$ cat src/sv/sample_loop_address_generator_core_macros.svh
// Assertion macros shared by the sample loop address generator RTL.
// Each macro expects signals named clk and rst_n in the including module.
`ifndef SAMPLE_LOOP_ADDRESS_GENERATOR_CORE_MACROS_SVH
`define SAMPLE_LOOP_ADDRESS_GENERATOR_CORE_MACROS_SVH

// Same-cycle implication, disabled while in reset.
`define SLAG_ASSERT_IMPL(label, ante, cons, msg) \
  label: assert property (@(posedge clk) disable iff (!rst_n) (ante) |-> (cons)) \
    else $error(msg);

// Next-cycle implication, disabled while in reset.
`define SLAG_ASSERT_NEXT(label, ante, cons, msg) \
  label: assert property (@(posedge clk) disable iff (!rst_n) (ante) |=> (cons)) \
    else $error(msg);

`endif

$ cat src/sv/slag_pkg.sv
// Package for the sample loop address generator: widths, codes and shared structs.
// No dependencies; every other file except the assertion macros header imports it.
`timescale 1ns / 1ps

package slag_pkg;

  localparam int SLAG_MAX_BURST = 16;

  localparam int FRAME_W    = 31;
  localparam int OFFSET_W   = 32;
  localparam int BPF_W      = 4;
  localparam int ADDR_W     = 33;
  localparam int REQ_W      = 2;
  localparam int COUNT_W    = 5;
  localparam int SEEK_W     = 32;
  localparam int CFG_IDX_W  = 3;
  localparam int CFG_DATA_W = 32;

  localparam logic [BPF_W-1:0] BPF_RESET = BPF_W'(2);

  typedef enum logic [REQ_W-1:0] {
    REQ_FETCH   = 2'd0,
    REQ_SEEK    = 2'd1,
    REQ_RESTART = 2'd2
  } req_type_t;

  typedef enum logic [CFG_IDX_W-1:0] {
    CFG_TOTAL_FRAMES    = 3'd0,
    CFG_IN_POINT        = 3'd1,
    CFG_OUT_POINT       = 3'd2,
    CFG_LOOP_ENABLE     = 3'd3,
    CFG_LOOP_START      = 3'd4,
    CFG_LOOP_END        = 3'd5,
    CFG_DATA_OFFSET     = 3'd6,
    CFG_BYTES_PER_FRAME = 3'd7
  } cfg_reg_t;

  // Resolved playback region, handed from the register block to the generator.
  typedef struct packed {
    logic [FRAME_W-1:0] total;
    logic [FRAME_W-1:0] restart_pos;
    logic [FRAME_W-1:0] wrap_start;
    logic [FRAME_W-1:0] wrap_end;
    logic [FRAME_W-1:0] wrap_end_m1;
    logic               wrap_ok;
    logic               start_at_last;
    logic               busy;
  } slag_bounds_t;

  // One result before the byte address is formed.
  typedef struct packed {
    logic               frame_valid;
    logic [FRAME_W-1:0] frame_index;
    logic               wrapped;
    logic               last;
  } slag_frame_t;

endpackage

$ cat src/sv/slag_if.sv
// Channel interfaces of the sample loop address generator: request, result and config write.
// Depends on slag_pkg for field widths.
`timescale 1ns / 1ps

interface slag_req_if import slag_pkg::*; ();
  logic                     valid;
  logic                     ready;
  logic [REQ_W-1:0]         req_type;
  logic [COUNT_W-1:0]       frame_count;
  logic signed [SEEK_W-1:0] seek_target;

  modport source (output valid, req_type, frame_count, seek_target, input ready);
  modport sink   (input valid, req_type, frame_count, seek_target, output ready);
endinterface

interface slag_res_if import slag_pkg::*; ();
  logic               valid;
  logic               ready;
  logic               frame_valid;
  logic [FRAME_W-1:0] frame_index;
  logic [ADDR_W-1:0]  byte_address;
  logic               wrapped;
  logic               last;

  modport source (output valid, frame_valid, frame_index, byte_address, wrapped, last,
                  input ready);
  modport sink   (input valid, frame_valid, frame_index, byte_address, wrapped, last,
                  output ready);
endinterface

interface slag_cfg_if import slag_pkg::*; ();
  logic                  valid;
  logic                  ready;
  logic [CFG_IDX_W-1:0]  index;
  logic [CFG_DATA_W-1:0] data;

  modport source (output valid, index, data, input ready);
  modport sink   (input valid, index, data, output ready);
endinterface

$ cat src/sv/slag_bounds.sv
// Configuration registers and the three-stage resolution of trim and loop bounds.
// Depends on slag_pkg and slag_cfg_if.
`timescale 1ns / 1ps

module slag_bounds import slag_pkg::*; (
  input  logic             clk,
  input  logic             rst_n,
  slag_cfg_if.sink         cfg_wr,
  output slag_bounds_t     bounds,
  output logic [OFFSET_W-1:0] data_offset,
  output logic [BPF_W-1:0]    bytes_per_frame
);

  localparam int RESOLVE_STAGES = 3;
  localparam int BUSY_W = $clog2(RESOLVE_STAGES + 1);

  logic [FRAME_W-1:0]  total_r, in_point_r, out_point_r, lstart_r, lend_r;
  logic                loop_en_r;
  logic [OFFSET_W-1:0] offset_r;
  logic [BPF_W-1:0]    bpf_r;
  logic [BUSY_W-1:0]   busy_r;

  // stage 1
  logic [FRAME_W-1:0] trim_end_r, ls_sel_r, le_sel_r, restart_r;
  logic [FRAME_W-1:0] trim_end_nxt, ls_sel_nxt, le_sel_nxt, restart_nxt;
  // stage 2
  logic [FRAME_W-1:0] ls_r, le_r, ls_nxt, le_nxt;
  logic               le_below;
  // stage 3
  logic [FRAME_W-1:0] le_m1_r;
  logic               wrap_ok_r, start_last_r;

  assign cfg_wr.ready = 1'b1;

  always_ff @(posedge clk) begin
    if (!rst_n) begin
      total_r      <= '0;
      in_point_r   <= '0;
      out_point_r  <= '0;
      loop_en_r    <= 1'b0;
      lstart_r     <= '0;
      lend_r       <= '0;
      offset_r     <= '0;
      bpf_r        <= BPF_RESET;
      busy_r       <= BUSY_W'(RESOLVE_STAGES);
    end else begin
      if (cfg_wr.valid) begin
        busy_r <= BUSY_W'(RESOLVE_STAGES);
        case (cfg_reg_t'(cfg_wr.index))
          CFG_TOTAL_FRAMES:    total_r      <= cfg_wr.data[FRAME_W-1:0];
          CFG_IN_POINT:        in_point_r   <= cfg_wr.data[FRAME_W-1:0];
          CFG_OUT_POINT:       out_point_r  <= cfg_wr.data[FRAME_W-1:0];
          CFG_LOOP_ENABLE:     loop_en_r    <= cfg_wr.data[0];
          CFG_LOOP_START:      lstart_r     <= cfg_wr.data[FRAME_W-1:0];
          CFG_LOOP_END:        lend_r       <= cfg_wr.data[FRAME_W-1:0];
          CFG_DATA_OFFSET:     offset_r     <= cfg_wr.data[OFFSET_W-1:0];
          CFG_BYTES_PER_FRAME: bpf_r        <= cfg_wr.data[BPF_W-1:0];
          default: ;
        endcase
      end else if (busy_r != '0) begin
        busy_r <= busy_r - BUSY_W'(1);
      end
    end
  end

  // Stage 1: effective end, restart position and the raw loop points.
  always_comb begin
    trim_end_nxt = (out_point_r == '0 || out_point_r > total_r) ? total_r : out_point_r;
    ls_sel_nxt   = (loop_en_r && lstart_r != '0) ? lstart_r : in_point_r;
    le_sel_nxt   = (loop_en_r && lend_r != '0) ? lend_r : trim_end_nxt;
    restart_nxt  = (in_point_r > total_r) ? total_r : in_point_r;
  end

  // Stage 2: clamp loop start to the end, loop end to [start, end].
  always_comb begin
    ls_nxt   = (ls_sel_r > trim_end_r) ? trim_end_r : ls_sel_r;
    le_below = (ls_sel_r > trim_end_r) ? (le_sel_r < trim_end_r) : (le_sel_r < ls_sel_r);
    if (le_below) begin
      le_nxt = ls_nxt;
    end else begin
      le_nxt = (le_sel_r > trim_end_r) ? trim_end_r : le_sel_r;
    end
  end

  always_ff @(posedge clk) begin
    trim_end_r   <= trim_end_nxt;
    ls_sel_r     <= ls_sel_nxt;
    le_sel_r     <= le_sel_nxt;
    restart_r    <= restart_nxt;
    ls_r         <= ls_nxt;
    le_r         <= le_nxt;
    le_m1_r      <= le_r - FRAME_W'(1);
    wrap_ok_r    <= loop_en_r && (le_r > ls_r);
    start_last_r <= (FRAME_W'(ls_r + FRAME_W'(1)) == le_r);
  end

  always_comb begin
    bounds.total         = total_r;
    bounds.restart_pos   = restart_r;
    bounds.wrap_start    = ls_r;
    bounds.wrap_end      = le_r;
    bounds.wrap_end_m1   = le_m1_r;
    bounds.wrap_ok       = wrap_ok_r;
    bounds.start_at_last = start_last_r;
    bounds.busy          = (busy_r != '0);
  end

  assign data_offset     = offset_r;
  assign bytes_per_frame = bpf_r;

endmodule

$ cat src/sv/slag_gen.sv
// Request reg and frame sequencer: one result per cycle unless stalled, wrap check per frame.
// Depends on slag_pkg, slag_req_if and the assertion macros header.
`timescale 1ns / 1ps

`include "sample_loop_address_generator_core_macros.svh"

module slag_gen import slag_pkg::*; #(
  parameter int MAX_BURST = SLAG_MAX_BURST
) (
  input  logic         clk,
  input  logic         rst_n,
  slag_req_if.sink     in_req,
  input  slag_bounds_t bounds,
  output logic         res_valid,
  input  logic         res_ready,
  output slag_frame_t  res
);

  localparam int CNT_W = $clog2(MAX_BURST + 1);

  typedef enum logic {GEN_IDLE, GEN_RUN} gen_state_t;

  gen_state_t          state_r, state_nxt;
  logic                in_valid_r, in_valid_nxt;
  logic [REQ_W-1:0]    req_r;
  logic [CNT_W-1:0]    want_r, want_c;
  logic [SEEK_W-1:0]   seek_r;
  logic [FRAME_W-1:0]  pos_r, pos_nxt;
  logic [CNT_W-1:0]    rem_r, rem_nxt, cur_rem;
  logic                res_valid_r, res_valid_nxt;
  slag_frame_t         res_r, res_nxt, frame_c;

  logic               in_take, stage_free, fire_idle, fire_run;
  logic               need_wrap, hit_end, last_frame, no_frame;
  logic [FRAME_W-1:0] emit_idx, seek_pos;

  // Saturate the burst length as the request enters.
  assign want_c = (int'(in_req.frame_count) > MAX_BURST) ? CNT_W'(MAX_BURST)
                                                         : CNT_W'(in_req.frame_count);

  assign stage_free   = !res_valid_r || res_ready;
  assign fire_idle    = (state_r == GEN_IDLE) && in_valid_r && !bounds.busy && stage_free;
  assign fire_run     = (state_r == GEN_RUN) && stage_free;
  assign in_req.ready = !in_valid_r || fire_idle;
  assign in_take      = in_req.valid && in_req.ready;
  assign in_valid_nxt = in_take || (in_valid_r && !fire_idle);

  // Wrap check for the frame at the play position.
  always_comb begin
    need_wrap  = (pos_r >= bounds.wrap_end);
    emit_idx   = need_wrap ? bounds.wrap_start : pos_r;
    hit_end    = need_wrap ? bounds.start_at_last : (pos_r == bounds.wrap_end_m1);
    cur_rem    = (state_r == GEN_RUN) ? rem_r : want_r;
    last_frame = (cur_rem == CNT_W'(1)) || (hit_end && !bounds.wrap_ok);
    no_frame   = (want_r == '0) || (need_wrap && !bounds.wrap_ok);
    seek_pos   = seek_r[SEEK_W-1] ? '0 :
                 ((seek_r[FRAME_W-1:0] > bounds.total) ? bounds.total : seek_r[FRAME_W-1:0]);

    frame_c.frame_valid = 1'b1;
    frame_c.frame_index = emit_idx;
    frame_c.wrapped     = need_wrap;
    frame_c.last        = last_frame;
  end

  always_comb begin
    state_nxt     = state_r;
    pos_nxt       = pos_r;
    rem_nxt       = rem_r;
    res_nxt       = res_r;
    res_valid_nxt = res_valid_r && !res_ready;
    case (state_r)
      GEN_IDLE: begin
        if (fire_idle) begin
          res_valid_nxt = 1'b1;
          res_nxt       = '0;
          res_nxt.last  = 1'b1;
          case (req_type_t'(req_r))
            REQ_FETCH: begin
              if (!no_frame) begin
                res_nxt = frame_c;
                pos_nxt = emit_idx + FRAME_W'(1);
                if (!last_frame) begin
                  state_nxt = GEN_RUN;
                  rem_nxt   = cur_rem - CNT_W'(1);
                end
              end
            end
            REQ_SEEK:    pos_nxt = seek_pos;
            REQ_RESTART: pos_nxt = bounds.restart_pos;
            default: ;
          endcase
        end
      end
      GEN_RUN: begin
        if (fire_run) begin
          res_valid_nxt = 1'b1;
          res_nxt       = frame_c;
          pos_nxt       = emit_idx + FRAME_W'(1);
          rem_nxt       = rem_r - CNT_W'(1);
          if (last_frame) begin
            state_nxt = GEN_IDLE;
          end
        end
      end
      default: state_nxt = GEN_IDLE;
    endcase
  end

  always_ff @(posedge clk) begin
    if (!rst_n) begin
      state_r     <= GEN_IDLE;
      in_valid_r  <= 1'b0;
      res_valid_r <= 1'b0;
      pos_r       <= '0;
      rem_r       <= '0;
    end else begin
      state_r     <= state_nxt;
      in_valid_r  <= in_valid_nxt;
      res_valid_r <= res_valid_nxt;
      pos_r       <= pos_nxt;
      rem_r       <= rem_nxt;
    end
    res_r <= res_nxt;
    if (in_take) begin
      req_r  <= in_req.req_type;
      want_r <= want_c;
      seek_r <= in_req.seek_target;
    end
  end

  assign res_valid = res_valid_r;
  assign res       = res_r;

  `SLAG_ASSERT_IMPL(a_run_has_frames, state_r == GEN_RUN, rem_r != '0, "burst running with nothing left")
  `SLAG_ASSERT_IMPL(a_blank_is_last, res_valid_r && !res_r.frame_valid, res_r.last && res_r.frame_index == '0 && !res_r.wrapped, "frameless result not blank and last")
  `SLAG_ASSERT_NEXT(a_res_held, res_valid_r && !res_ready, res_valid_r && $stable(res_r), "stalled result changed")
  `SLAG_ASSERT_NEXT(a_run_only_fetch, fire_idle && req_r != REQ_FETCH, state_r == GEN_IDLE, "non-fetch request started a burst")

endmodule

$ cat src/sv/slag_addr.sv
// Byte address stage and output register: offset plus frame index times frame size.
// Depends on slag_pkg, slag_res_if and the assertion macros header.
`timescale 1ns / 1ps

`include "sample_loop_address_generator_core_macros.svh"

module slag_addr import slag_pkg::*; (
  input  logic                clk,
  input  logic                rst_n,
  input  logic                res_valid,
  output logic                res_ready,
  input  slag_frame_t         res,
  input  logic [OFFSET_W-1:0] data_offset,
  input  logic [BPF_W-1:0]    bytes_per_frame,
  slag_res_if.source          out_res
);

  logic                     out_valid_r;
  slag_frame_t              frame_r;
  logic [ADDR_W-1:0]        addr_r, addr_c;
  logic [FRAME_W+BPF_W-1:0] prod;
  logic                     take;

  assign res_ready = !out_valid_r || out_res.ready;
  assign take      = res_valid && res_ready;

  // Frameless results carry a zero address, not the data offset.
  always_comb begin
    prod   = res.frame_index * bytes_per_frame;
    addr_c = res.frame_valid ? (ADDR_W'(prod) + ADDR_W'(data_offset)) : '0;
  end

  always_ff @(posedge clk) begin
    if (!rst_n) begin
      out_valid_r <= 1'b0;
    end else if (res_ready) begin
      out_valid_r <= res_valid;
    end
    if (take) begin
      frame_r <= res;
      addr_r  <= addr_c;
    end
  end

  assign out_res.valid        = out_valid_r;
  assign out_res.frame_valid  = frame_r.frame_valid;
  assign out_res.frame_index  = frame_r.frame_index;
  assign out_res.byte_address = addr_r;
  assign out_res.wrapped      = frame_r.wrapped;
  assign out_res.last         = frame_r.last;

  `SLAG_ASSERT_IMPL(a_blank_addr, out_valid_r && !frame_r.frame_valid, addr_r == '0, "frameless result with non-zero address")

endmodule

$ cat src/sv/sample_loop_address_generator_core.sv
// Sample loop address generator top level: registers, bound resolution, sequencer, address stage.
// A request passes the request register, the sequencer result register and the output register.
// Throughput: one result per cycle while the output does not stall; a seek, restart or illegal
// request gives one result. After a config write the sequencer waits until the bounds are resolved.
// Reset (rst_n low, synchronous): registers to defaults, play position 0, channels empty.
`timescale 1ns / 1ps

module sample_loop_address_generator_core import slag_pkg::*; #(
  parameter int MAX_BURST = SLAG_MAX_BURST
) (
  input  logic       clk,
  input  logic       rst_n,
  slag_req_if.sink   in_req,
  slag_res_if.source out_res,
  slag_cfg_if.sink   cfg_wr
);

  // Resolved bounds; busy while a new register value ripples through resolution.
  slag_bounds_t        bounds;
  logic [OFFSET_W-1:0] data_offset;
  logic [BPF_W-1:0]    bytes_per_frame;

  // Sequencer to address stage: one frame result per transaction.
  logic        res_valid;
  logic        res_ready;
  slag_frame_t res;

  // Hold the config registers and resolve end, loop start and loop end in three stages.
  slag_bounds u_bounds (
    .clk             (clk),
    .rst_n           (rst_n),
    .cfg_wr          (cfg_wr),
    .bounds          (bounds),
    .data_offset     (data_offset),
    .bytes_per_frame (bytes_per_frame)
  );

  // Register the request, then advance the play position one frame per cycle unless stalled,
  // wrapping to loop start at loop end, or drop out early when no wrap is allowed.
  slag_gen #(
    .MAX_BURST (MAX_BURST)
  ) u_gen (
    .clk       (clk),
    .rst_n     (rst_n),
    .in_req    (in_req),
    .bounds    (bounds),
    .res_valid (res_valid),
    .res_ready (res_ready),
    .res       (res)
  );

  // Form the byte address and hold the result until the sink takes the transaction.
  slag_addr u_addr (
    .clk             (clk),
    .rst_n           (rst_n),
    .res_valid       (res_valid),
    .res_ready       (res_ready),
    .res             (res),
    .data_offset     (data_offset),
    .bytes_per_frame (bytes_per_frame),
    .out_res         (out_res)
  );

endmodule

$ cat src/flat_wrapper.sv
// flat-port wrapper written by rule: the top's interface ports become plain ports
module sample_loop_address_generator_core_flat import slag_pkg::*;
#(
  parameter int MAX_BURST = SLAG_MAX_BURST
)
  (clk, rst_n, in_req_valid, in_req_req_type, in_req_frame_count, in_req_seek_target, in_req_ready, out_res_valid, out_res_frame_valid, out_res_frame_index, out_res_byte_address, out_res_wrapped, out_res_last, out_res_ready, cfg_wr_valid, cfg_wr_index, cfg_wr_data, cfg_wr_ready);
  slag_req_if in_req_i ();
  slag_res_if out_res_i ();
  slag_cfg_if cfg_wr_i ();
  input  logic clk;
  input  logic rst_n;
  input wire logic [$bits(in_req_i.valid)-1:0] in_req_valid;
  input wire logic [$bits(in_req_i.req_type)-1:0] in_req_req_type;
  input wire logic [$bits(in_req_i.frame_count)-1:0] in_req_frame_count;
  input wire logic [$bits(in_req_i.seek_target)-1:0] in_req_seek_target;
  output wire logic [$bits(in_req_i.ready)-1:0] in_req_ready;
  output wire logic [$bits(out_res_i.valid)-1:0] out_res_valid;
  output wire logic [$bits(out_res_i.frame_valid)-1:0] out_res_frame_valid;
  output wire logic [$bits(out_res_i.frame_index)-1:0] out_res_frame_index;
  output wire logic [$bits(out_res_i.byte_address)-1:0] out_res_byte_address;
  output wire logic [$bits(out_res_i.wrapped)-1:0] out_res_wrapped;
  output wire logic [$bits(out_res_i.last)-1:0] out_res_last;
  input wire logic [$bits(out_res_i.ready)-1:0] out_res_ready;
  input wire logic [$bits(cfg_wr_i.valid)-1:0] cfg_wr_valid;
  input wire logic [$bits(cfg_wr_i.index)-1:0] cfg_wr_index;
  input wire logic [$bits(cfg_wr_i.data)-1:0] cfg_wr_data;
  output wire logic [$bits(cfg_wr_i.ready)-1:0] cfg_wr_ready;
  assign in_req_i.valid = in_req_valid;
  assign in_req_i.req_type = in_req_req_type;
  assign in_req_i.frame_count = in_req_frame_count;
  assign in_req_i.seek_target = in_req_seek_target;
  assign in_req_ready = in_req_i.ready;
  assign out_res_valid = out_res_i.valid;
  assign out_res_frame_valid = out_res_i.frame_valid;
  assign out_res_frame_index = out_res_i.frame_index;
  assign out_res_byte_address = out_res_i.byte_address;
  assign out_res_wrapped = out_res_i.wrapped;
  assign out_res_last = out_res_i.last;
  assign out_res_i.ready = out_res_ready;
  assign cfg_wr_i.valid = cfg_wr_valid;
  assign cfg_wr_i.index = cfg_wr_index;
  assign cfg_wr_i.data = cfg_wr_data;
  assign cfg_wr_ready = cfg_wr_i.ready;
  sample_loop_address_generator_core #(.MAX_BURST(MAX_BURST)) u_core (.clk(clk), .rst_n(rst_n), .in_req(in_req_i), .out_res(out_res_i), .cfg_wr(cfg_wr_i));
endmodule
$ cat config.mk
export PLATFORM = sky130hd
export DESIGN_NAME = sample_loop_address_generator_core_flat
export DESIGN_NICKNAME = d
export VERILOG_FILES = /design/src/sv/slag_pkg.sv /design/src/sv/slag_if.sv /design/src/sv/slag_bounds.sv /design/src/sv/slag_gen.sv /design/src/sv/slag_addr.sv /design/src/sv/sample_loop_address_generator_core.sv /design/src/flat_wrapper.sv
export VERILOG_INCLUDE_DIRS = /design/src /design/src/sv
export SDC_FILE = /design/constraint.sdc
export NUM_CORES = 2
export LEC_CHECK = 0
export CAP_MARGIN = 30
export CORE_UTILIZATION = 46
export DETAILED_ROUTE_END_ITERATION = 8
export DONT_BUFFER_PORTS = 1
export GPL_TIMING_DRIVEN = 0
export REMOVE_ABC_BUFFERS = 1
export SYNTH_ARGS = -nofsm -noshare
export SYNTH_HDL_FRONTEND = slang
export SYNTH_SLANG_ARGS = --single-unit
$ cat constraint.sdc
create_clock -name clk -period 12.9 [get_ports clk]
set_input_delay 1.935 -clock clk [delete_from_list [all_inputs] [get_ports clk]]
set_output_delay 1.935 -clock clk [all_outputs]
set_load 0.1 [all_outputs]
---- Word level (Yosys, flattened, before mapping) ----
Cells that the tools add are included.
cells by class
  multiply operators ...................... 1
  bitwise operators ....................... 2
  $lt $le $gt $ge ......................... 10
  muxes and demuxes ....................... 38
  add/sub/neg operators ................... 7
  equality and inequality tests ........... 19
  reduce and logical (&&, ||, !) cells .... 46
operators with widths
  operator                 count
  $mux W31                 13
  $gt A31 B31 Y1           6
  $mux W34                 4
  $pmux W31 S3             1
  $pmux W34 S2             1
  $add A31 B1 Y31 const B  2
  $eq A31 B31 Y1           2
  $lt A31 B31 Y1           2
  $pmux W31 S2             1
  $reduce_bool A31 Y1      2
  $add A33 B32 Y33         1
  $mul A31 B4 Y33          1
  $ge A31 B31 Y1           1
  $logic_not A31 Y1        1
  $sub A31 B1 Y31 const B  1
  $mux W5                  6
  $reduce_and A2 Y1        9
  $logic_and A1 B1 Y1      13
  $eq A3 B3 Y1 const B     4
  $pmux W5 S2              1
  $sub A5 B1 Y5 const B    2
  $mux W1                  9
  $logic_not A1 Y1         7
  $logic_or A1 B1 Y1       7
  20 further kinds         26
word-level totals
  logic and storage cells ................. 159
  output and inout bits ................... 70
  input bits .............................. 79
  flip-flop bits (word level) ............. 593

---- Depth between registers and ports, before layout ----
  depth in word-level cells ............... 9
  gate-level depth with buffers ........... 24
  mapped depth without buffers ............ 20

---- Cells and area by module ----
From an unflattened synthesis, not the netlist that was laid out.
second synthesis, totals
  cell total of the unflattened synthesis .. 4,020
  area, all modules ....................... 36,233.5 sq um
modules (own cells, without submodules)
  module       area each (sq um)  cells an instance  sequential area each (sq um)  instances
  slag_bounds  20,619.8           2,303              8,267.9                       1
  slag_gen     8,573.2            998                2,972.9                       1
  slag_addr    7,040.5            719                2,031.9                       1

---- Worst setup path before layout ----
Ideal clock, no wire load.
  kind .................................... input -> register
  start point ............................. input port out_res_ready
  end point ............................... register u_core.u_addr.addr_r[0], in the netlist u_core.u_addr.out_res.byte_address[0], enable pin
  setup slack ............................. 7.408 ns
  arrival time ............................ 4.991 ns
  buffers on the path ..................... 0
  required time ........................... 12.400 ns
  stages .................................. 2
  cell sequence ........................... nor2b_1 -> nor2b_1
between the ends
  word-level cells in the longest chain between the ends .. 2
ends and longest elaborated chain
  element                       line                source
  start, declared               flat_wrapper.sv:23  input wire logic [$bits(out_res_i.ready)-1:0] out_res_ready;
  $logic_or A1 B1 Y1            slag_addr.sv:24     assign res_ready = !out_valid_r || out_res.ready;
  $logic_and A1 B1 Y1           slag_addr.sv:25     assign take = res_valid && res_ready;
  named net u_core.u_addr.take  slag_addr.sv:22     logic take;
  end signal, assigned          slag_addr.sv:41     addr_r <= addr_c;
  end, declared                 slag_addr.sv:20     logic [ADDR_W-1:0] addr_r, addr_c;
The timed path passes the listed nets, and every way through them passes these cells.
A chain may end at the register's enable or synchronous reset.

---- Worst setup path in the final report ----
  start point ............................. register u_core.u_bounds.bpf_r[2], in the netlist u_core.u_bounds.bytes_per_frame[2]
  end point ............................... register u_core.u_addr.addr_r[30], in the netlist u_core.u_addr.out_res.byte_address[30] (data pin)
between the ends
  word-level cells in the longest chain between the ends .. 2
ends and longest elaborated chain
  element                 line               source
  start, declared         slag_bounds.sv:20  logic [BPF_W-1:0] bpf_r;
  start signal, assigned  slag_bounds.sv:57  CFG_BYTES_PER_FRAME: bpf_r <= cfg_wr.data[BPF_W-1:0];
  $mul A31 B4 Y33         slag_addr.sv:29    prod = res.frame_index * bytes_per_frame;
  $add A33 B32 Y33        slag_addr.sv:30    addr_c = res.frame_valid ? (ADDR_W'(prod) + ADDR_W'(data_offset)) : '0;
Every way passes these cells.

==> metrics.log <==
[metrics] status: complete, but fails checks
[metrics] failing checks: DRC
[metrics] synth cell count leaders: 531 x sky130_fd_sc_hd__nand2_1, 453 x sky130_fd_sc_hd__dfxtp_1, 339 x sky130_fd_sc_hd__inv_1, 303 x sky130_fd_sc_hd__a21oi_1, 294 x sky130_fd_sc_hd__ha_1
[metrics] total of flip-flops plus latches after synthesis: between 500 and 600
[metrics] via total after detailed routing: 26.0k
[metrics] placed cell area: 35600 sq um
[metrics] number of distinct library cells after synthesis: 66
[metrics] Hold Startpoint: u_core.u_gen.res[0]$_DFFE_PP_
[metrics] Post-Route Hold Slack: 0.426 ns
[metrics] Die Area: 75500 sq um
[metrics] Die Y: around 270 um
[metrics] internal power: around 3800 uW
[metrics] proportion of netlist area held by the largest area contributor: 0.265
[metrics] ordered list of cells on the worst path: and2_1, fa_1, fa_1, inv_1, fa_1, inv_1, ha_1, and3_1, a221oi_2, o211a_1, o21ai_1, o211a_1, a311oi_1, nor2_1, a31oi_1, xor2_1, nor2_1
[metrics] ranking of synthesized cells by area: sky130_fd_sc_hd__dfxtp_1 26%, sky130_fd_sc_hd__edfxtp_1 12%, sky130_fd_sc_hd__ha_1 11%, sky130_fd_sc_hd__nand2_1 5.8%, sky130_fd_sc_hd__fa_1 5.1%
[metrics] average wire length per cell after detail routing: about 21 um
[metrics] most repeated library cell on the critical path: sky130_fd_sc_hd__fa_1
[metrics] # port buffers: 0
[metrics] number of buffers created by CTS: 70
[metrics] via count of the first global-routing pass: 25.4k
[metrics] routability congestion estimate from global placement: 0.947
[metrics] DRC violation count after routing: 4
[metrics] static leakage: 0.0154 uW
[metrics] ports placed on the boundary: 149
[metrics] Flop pwr share: 0.401
[metrics] period utilisation layout: 0.450
[metrics] final worst path period need: 5.81 ns
[metrics] Clock Power Share: 0.374
[metrics] endpoint of the worst register-to-register path: u_core.u_addr.out_res.byte_address[30]$_SDFFCE_PN0P_
[metrics] number of rows in the core area: 99
[metrics] biggest area consumer among synthesized cells: sky130_fd_sc_hd__dfxtp_1
[metrics] Initial Util: 0.467
[metrics] worst-case register-to-register setup slack: 7.09 ns
[metrics] Slew Limit Fails: 0
[metrics] slowest library cell on the worst path: sky130_fd_sc_hd__dfxtp_1
[metrics] number of antenna violations at the first check in global routing: 2
[metrics] Crit Path Max Fanout: 32
[metrics] CP startpoint kind: flop
[metrics] average via count per standard cell: ~5.5
[metrics] peak supply drop: 0.119 mV
[metrics] data arrival time at the worst-slack endpoint: 6.14 ns
[metrics] most used flip-flop cell after synthesis: sky130_fd_sc_hd__dfxtp_1
[metrics] cell depth of the worst min-delay path: 0
[metrics] number of nets with antenna violations after routing: 0
[metrics] mapped cell area: approximately 34000 sq um
[metrics] stage delay of the slowest cell on the critical path: between 0.9 and 1 ns
[metrics] type of the worst setup path: flop to flop
[metrics] number of nets in the layout: around 4.1k
[metrics] part of the Yosys area used for sequential elements: 0.388
[metrics] design area: 38000 sq um
[metrics] pin count of the biggest net entering global routing: 158
[metrics] layout cell share with drive strength beyond 1: 0.0830
[metrics] global-route wire length before repair: roughly 150 mm
[metrics] post-CTS sizing: 0
[metrics] highest clock frequency the design can meet: 0.172 GHz
[metrics] clk sinks: around 590
[metrics] worst slew margin relative to its limit: 0.323
[metrics] syn_area_per_cell: 9.13 sq um
[metrics] max cap viols: 0
[metrics] number of H-tree branching levels: 3
[metrics] Setup Buffers After CTS: 0
[metrics] cells after synthesis: 3749
[metrics] Net Sw Frac: 0.306
[metrics] RSZ-0062 raised after global routing: false
[metrics] CTS Root Buffer Type: sky130_fd_sc_hd__clkbuf_16
[metrics] count of hold buffers inserted by post-cts repair: 0
[metrics] Setup TNS: 0 ns
[metrics] async set-reset flop share out of synthesis: 0
[metrics] maximum clock path buffer count: 3
[metrics] kind of path behind the tightest hold check: flop to flop
[metrics] Worst Skew: roughly 0.025 ns
[metrics] floorplan die width: about 270 um
[metrics] DR iter-0 viols: roughly 1.9k
[metrics] number of enable-type register cells in the synthesized netlist: 140
[metrics] total power: 5460 uW
[metrics] Layout area overhead: 10.9%
[metrics] hold endpoint: u_core.u_addr.out_res.last$_DFFE_PP_
[metrics] number of cells traversed by the worst register-to-register path: 17
[metrics] total track usage: 0.258
[metrics] Worst Setup End Kind: flop
[metrics] DPL Wire Length: about 76 mm
[metrics] Pwr Density: between 100 and 150 nW/um^2
[metrics] final-report hold violation count: 0
[metrics] required time at the endpoint of the critical path: 13.23 ns
[metrics] TritonCTS clock tree: built
[metrics] insertion delay to the later sink of the worst-skew pair: 0.63 ns
[metrics] detailed-routing iteration count for the pre-antenna-repair pass: 8
[metrics] count of final setup violators: 0
[metrics] global-route congestion overflow total: 0
[metrics] most common cell in the netlist: sky130_fd_sc_hd__nand2_1
[metrics] Final Routed Wirelength: 97.6 mm
[metrics] beginning of the worst register-to-register path: u_core.u_bounds.bytes_per_frame[2]$_SDFFE_PN0P_
[metrics] part of the total power dissipated in combinational logic: 0.225
[metrics] core area: 73300 sq um
[metrics] Psw: 1670 uW
[metrics] Slew @ Worst Pin: 1.01 ns
[metrics] Antenna diodes: 0
[metrics] clock transition at the register clock pins on the worst setup and hold paths after CTS: 0.06 ns
[metrics] Yosys warning total: 0
sequential cells by signal (all words and copies together), names as in the netlist, 2 cells and up:
name	cells
u_core.u_gen.res	34
u_core.u_addr.out_res.byte_address	33
u_core.u_bounds.data_offset	32
u_core.u_gen.seek_r	32
u_core.u_addr.out_res.frame_index	31
u_core.u_bounds.in_point_r	31
u_core.u_bounds.le_m1_r	31
u_core.u_bounds.le_r	31
u_core.u_bounds.le_sel_r	31
u_core.u_bounds.lend_r	31
u_core.u_bounds.ls_r	31
u_core.u_bounds.ls_sel_r	31
u_core.u_bounds.lstart_r	31
u_core.u_bounds.out_point_r	31
u_core.u_bounds.restart_r	31
u_core.u_bounds.total_r	31
u_core.u_bounds.trim_end_r	31
u_core.u_gen.pos_r	31
u_core.u_gen.rem_r	5
u_core.u_gen.want_r	5
u_core.u_bounds.bytes_per_frame	4
u_core.u_bounds.busy_r	2
u_core.u_gen.req_r	2
logic make-up (layout without fill, tap and decap cells):
| family | count (synthesis) | after routing | share of synthesized area |
|---|---|---|---|
| AO/OA/AOI/OAI | 705 | 705 | 0.129 |
| XOR/XNOR | 173 | 173 | 0.0443 |
| adder cells (fa/ha/maj) | 382 | 382 | 0.159 |
| buffers and inverters | 514 | 498 | 0.0572 |
| flip-flops | 593 | 593 | 0.388 |
| multiplexers | 191 | 191 | 0.0604 |
| other | 1 | 1 | 0.000110 |
| AND/OR/NAND/NOR | 1190 | 1190 | 0.162 |
layout by cell type (no fill, tap or decap), types with 13 or more instances in the layout:
cell / count
sky130_fd_sc_hd__edfxtp_1: 140
sky130_fd_sc_hd__fa_1: 88
sky130_fd_sc_hd__nor4_1: 51
sky130_fd_sc_hd__a21o_1: 64
sky130_fd_sc_hd__a211oi_1: 43
sky130_fd_sc_hd__mux2_2: 125
sky130_fd_sc_hd__o211ai_1: 21
sky130_fd_sc_hd__o21ai_0: 106
sky130_fd_sc_hd__o21a_1: 30
sky130_fd_sc_hd__nand4_1: 71
sky130_fd_sc_hd__nor2_1: 190
sky130_fd_sc_hd__ha_1: 293
sky130_fd_sc_hd__clkbuf_1: 13
sky130_fd_sc_hd__nand2_1: 528
sky130_fd_sc_hd__dfxtp_1: 453
sky130_fd_sc_hd__a31oi_1: 13
sky130_fd_sc_hd__a21oi_1: 303
sky130_fd_sc_hd__and3_1: 13
sky130_fd_sc_hd__clkbuf_16: 75
sky130_fd_sc_hd__xor2_1: 78
sky130_fd_sc_hd__and2_1: 123
sky130_fd_sc_hd__nand3_1: 58
sky130_fd_sc_hd__nor3_1: 61
sky130_fd_sc_hd__mux2i_1: 66
sky130_fd_sc_hd__xnor2_1: 95
sky130_fd_sc_hd__inv_1: 338
sky130_fd_sc_hd__clkbuf_8: 13
sky130_fd_sc_hd__nor2b_1: 33
sky130_fd_sc_hd__a222oi_1: 31
sky130_fd_sc_hd__buf_16: 13
per-stage QoR:
stage / util / std cells / setup WS, ns
global route: 0.518 / 4692 / 6.65
CTS: 0.518 / 4692 / 7.02
global placement: 0.474 / 4534 / -0.886
finish: 0.518 / 4692 / 7.09
detailed placement: 0.485 / 4569 / 7.01
floorplan: - / 3575 / 3.97
worst max-delay path: cells and delay by family, from the launching register on:
| kind | cells | cell delay (ns) |
|---|---|---|
| AO/OA/AOI/OAI | 6 | 1.75 |
| XOR/XNOR | 1 | 0.16 |
| adder cells (fa/ha/maj) | 4 | 1.85 |
| buffers and inverters | 2 | 0.09 |
| flip-flops | 1 | 0.97 |
| AND/OR/NAND/NOR | 4 | 0.68 |
how the worst max path moves through the flow:
stage                                                    startpoint                                              endpoint  slack (ns)  cells after the start
finish              u_core.u_bounds.bytes_per_frame[2]$_SDFFE_PN0P_  u_core.u_addr.out_res.byte_address[30]$_SDFFCE_PN0P_        7.09                     17
CTS                 u_core.u_bounds.bytes_per_frame[3]$_SDFFE_PN0P_  u_core.u_addr.out_res.byte_address[29]$_SDFFCE_PN0P_        7.02                     16
global route        u_core.u_bounds.bytes_per_frame[1]$_SDFFE_PN1P_  u_core.u_addr.out_res.byte_address[31]$_SDFFCE_PN0P_        6.65                     16
floorplan                           u_core.u_bounds.le_r[1]$_DFF_P_                    u_core.u_gen.rem_r[3]$_SDFFE_PN0P_        3.97                     12
global placement                    u_core.u_bounds.le_r[1]$_DFF_P_                    u_core.u_gen.rem_r[3]$_SDFFE_PN0P_       -0.89                     12
detailed placement                                    out_res_ready                   u_core.u_gen.pos_r[25]$_SDFFE_PN0P_        7.01                     10
power groups by stage:
stage	combinational [uW]	clock, uW	sequential [uW]
2_1_floorplan	815	0	2170
3_3_place_gp	1120	0	2230
3_5_place_dp	1210	0	2230
4_1_cts	1220	2080	2190
5_1_grt	1340	2150	2210
6_report	1230	2040	2190
per-layer routing:
| layer | GRT usage | share of wire |
|---|---|---|
| met3 | 0.0306 | 0.048 |
| met5 | 0 | 0 |
| met1 | 0.355 | 0.46 |
| met4 | 0.100 | 0.040 |
| met2 | 0.412 | 0.45 |
layout make-up:
class                      count  area, sq um
inverter                     340         1280
clock buffer                 101         2100
sequential                   593        13300
fill                        6883        35400
tap                          959         1200
clock inverter                22          272
timing repair buffer          35          687
multi-input combinational   2642        19200
No activity file was read; power rests on OpenSTA's default activity.
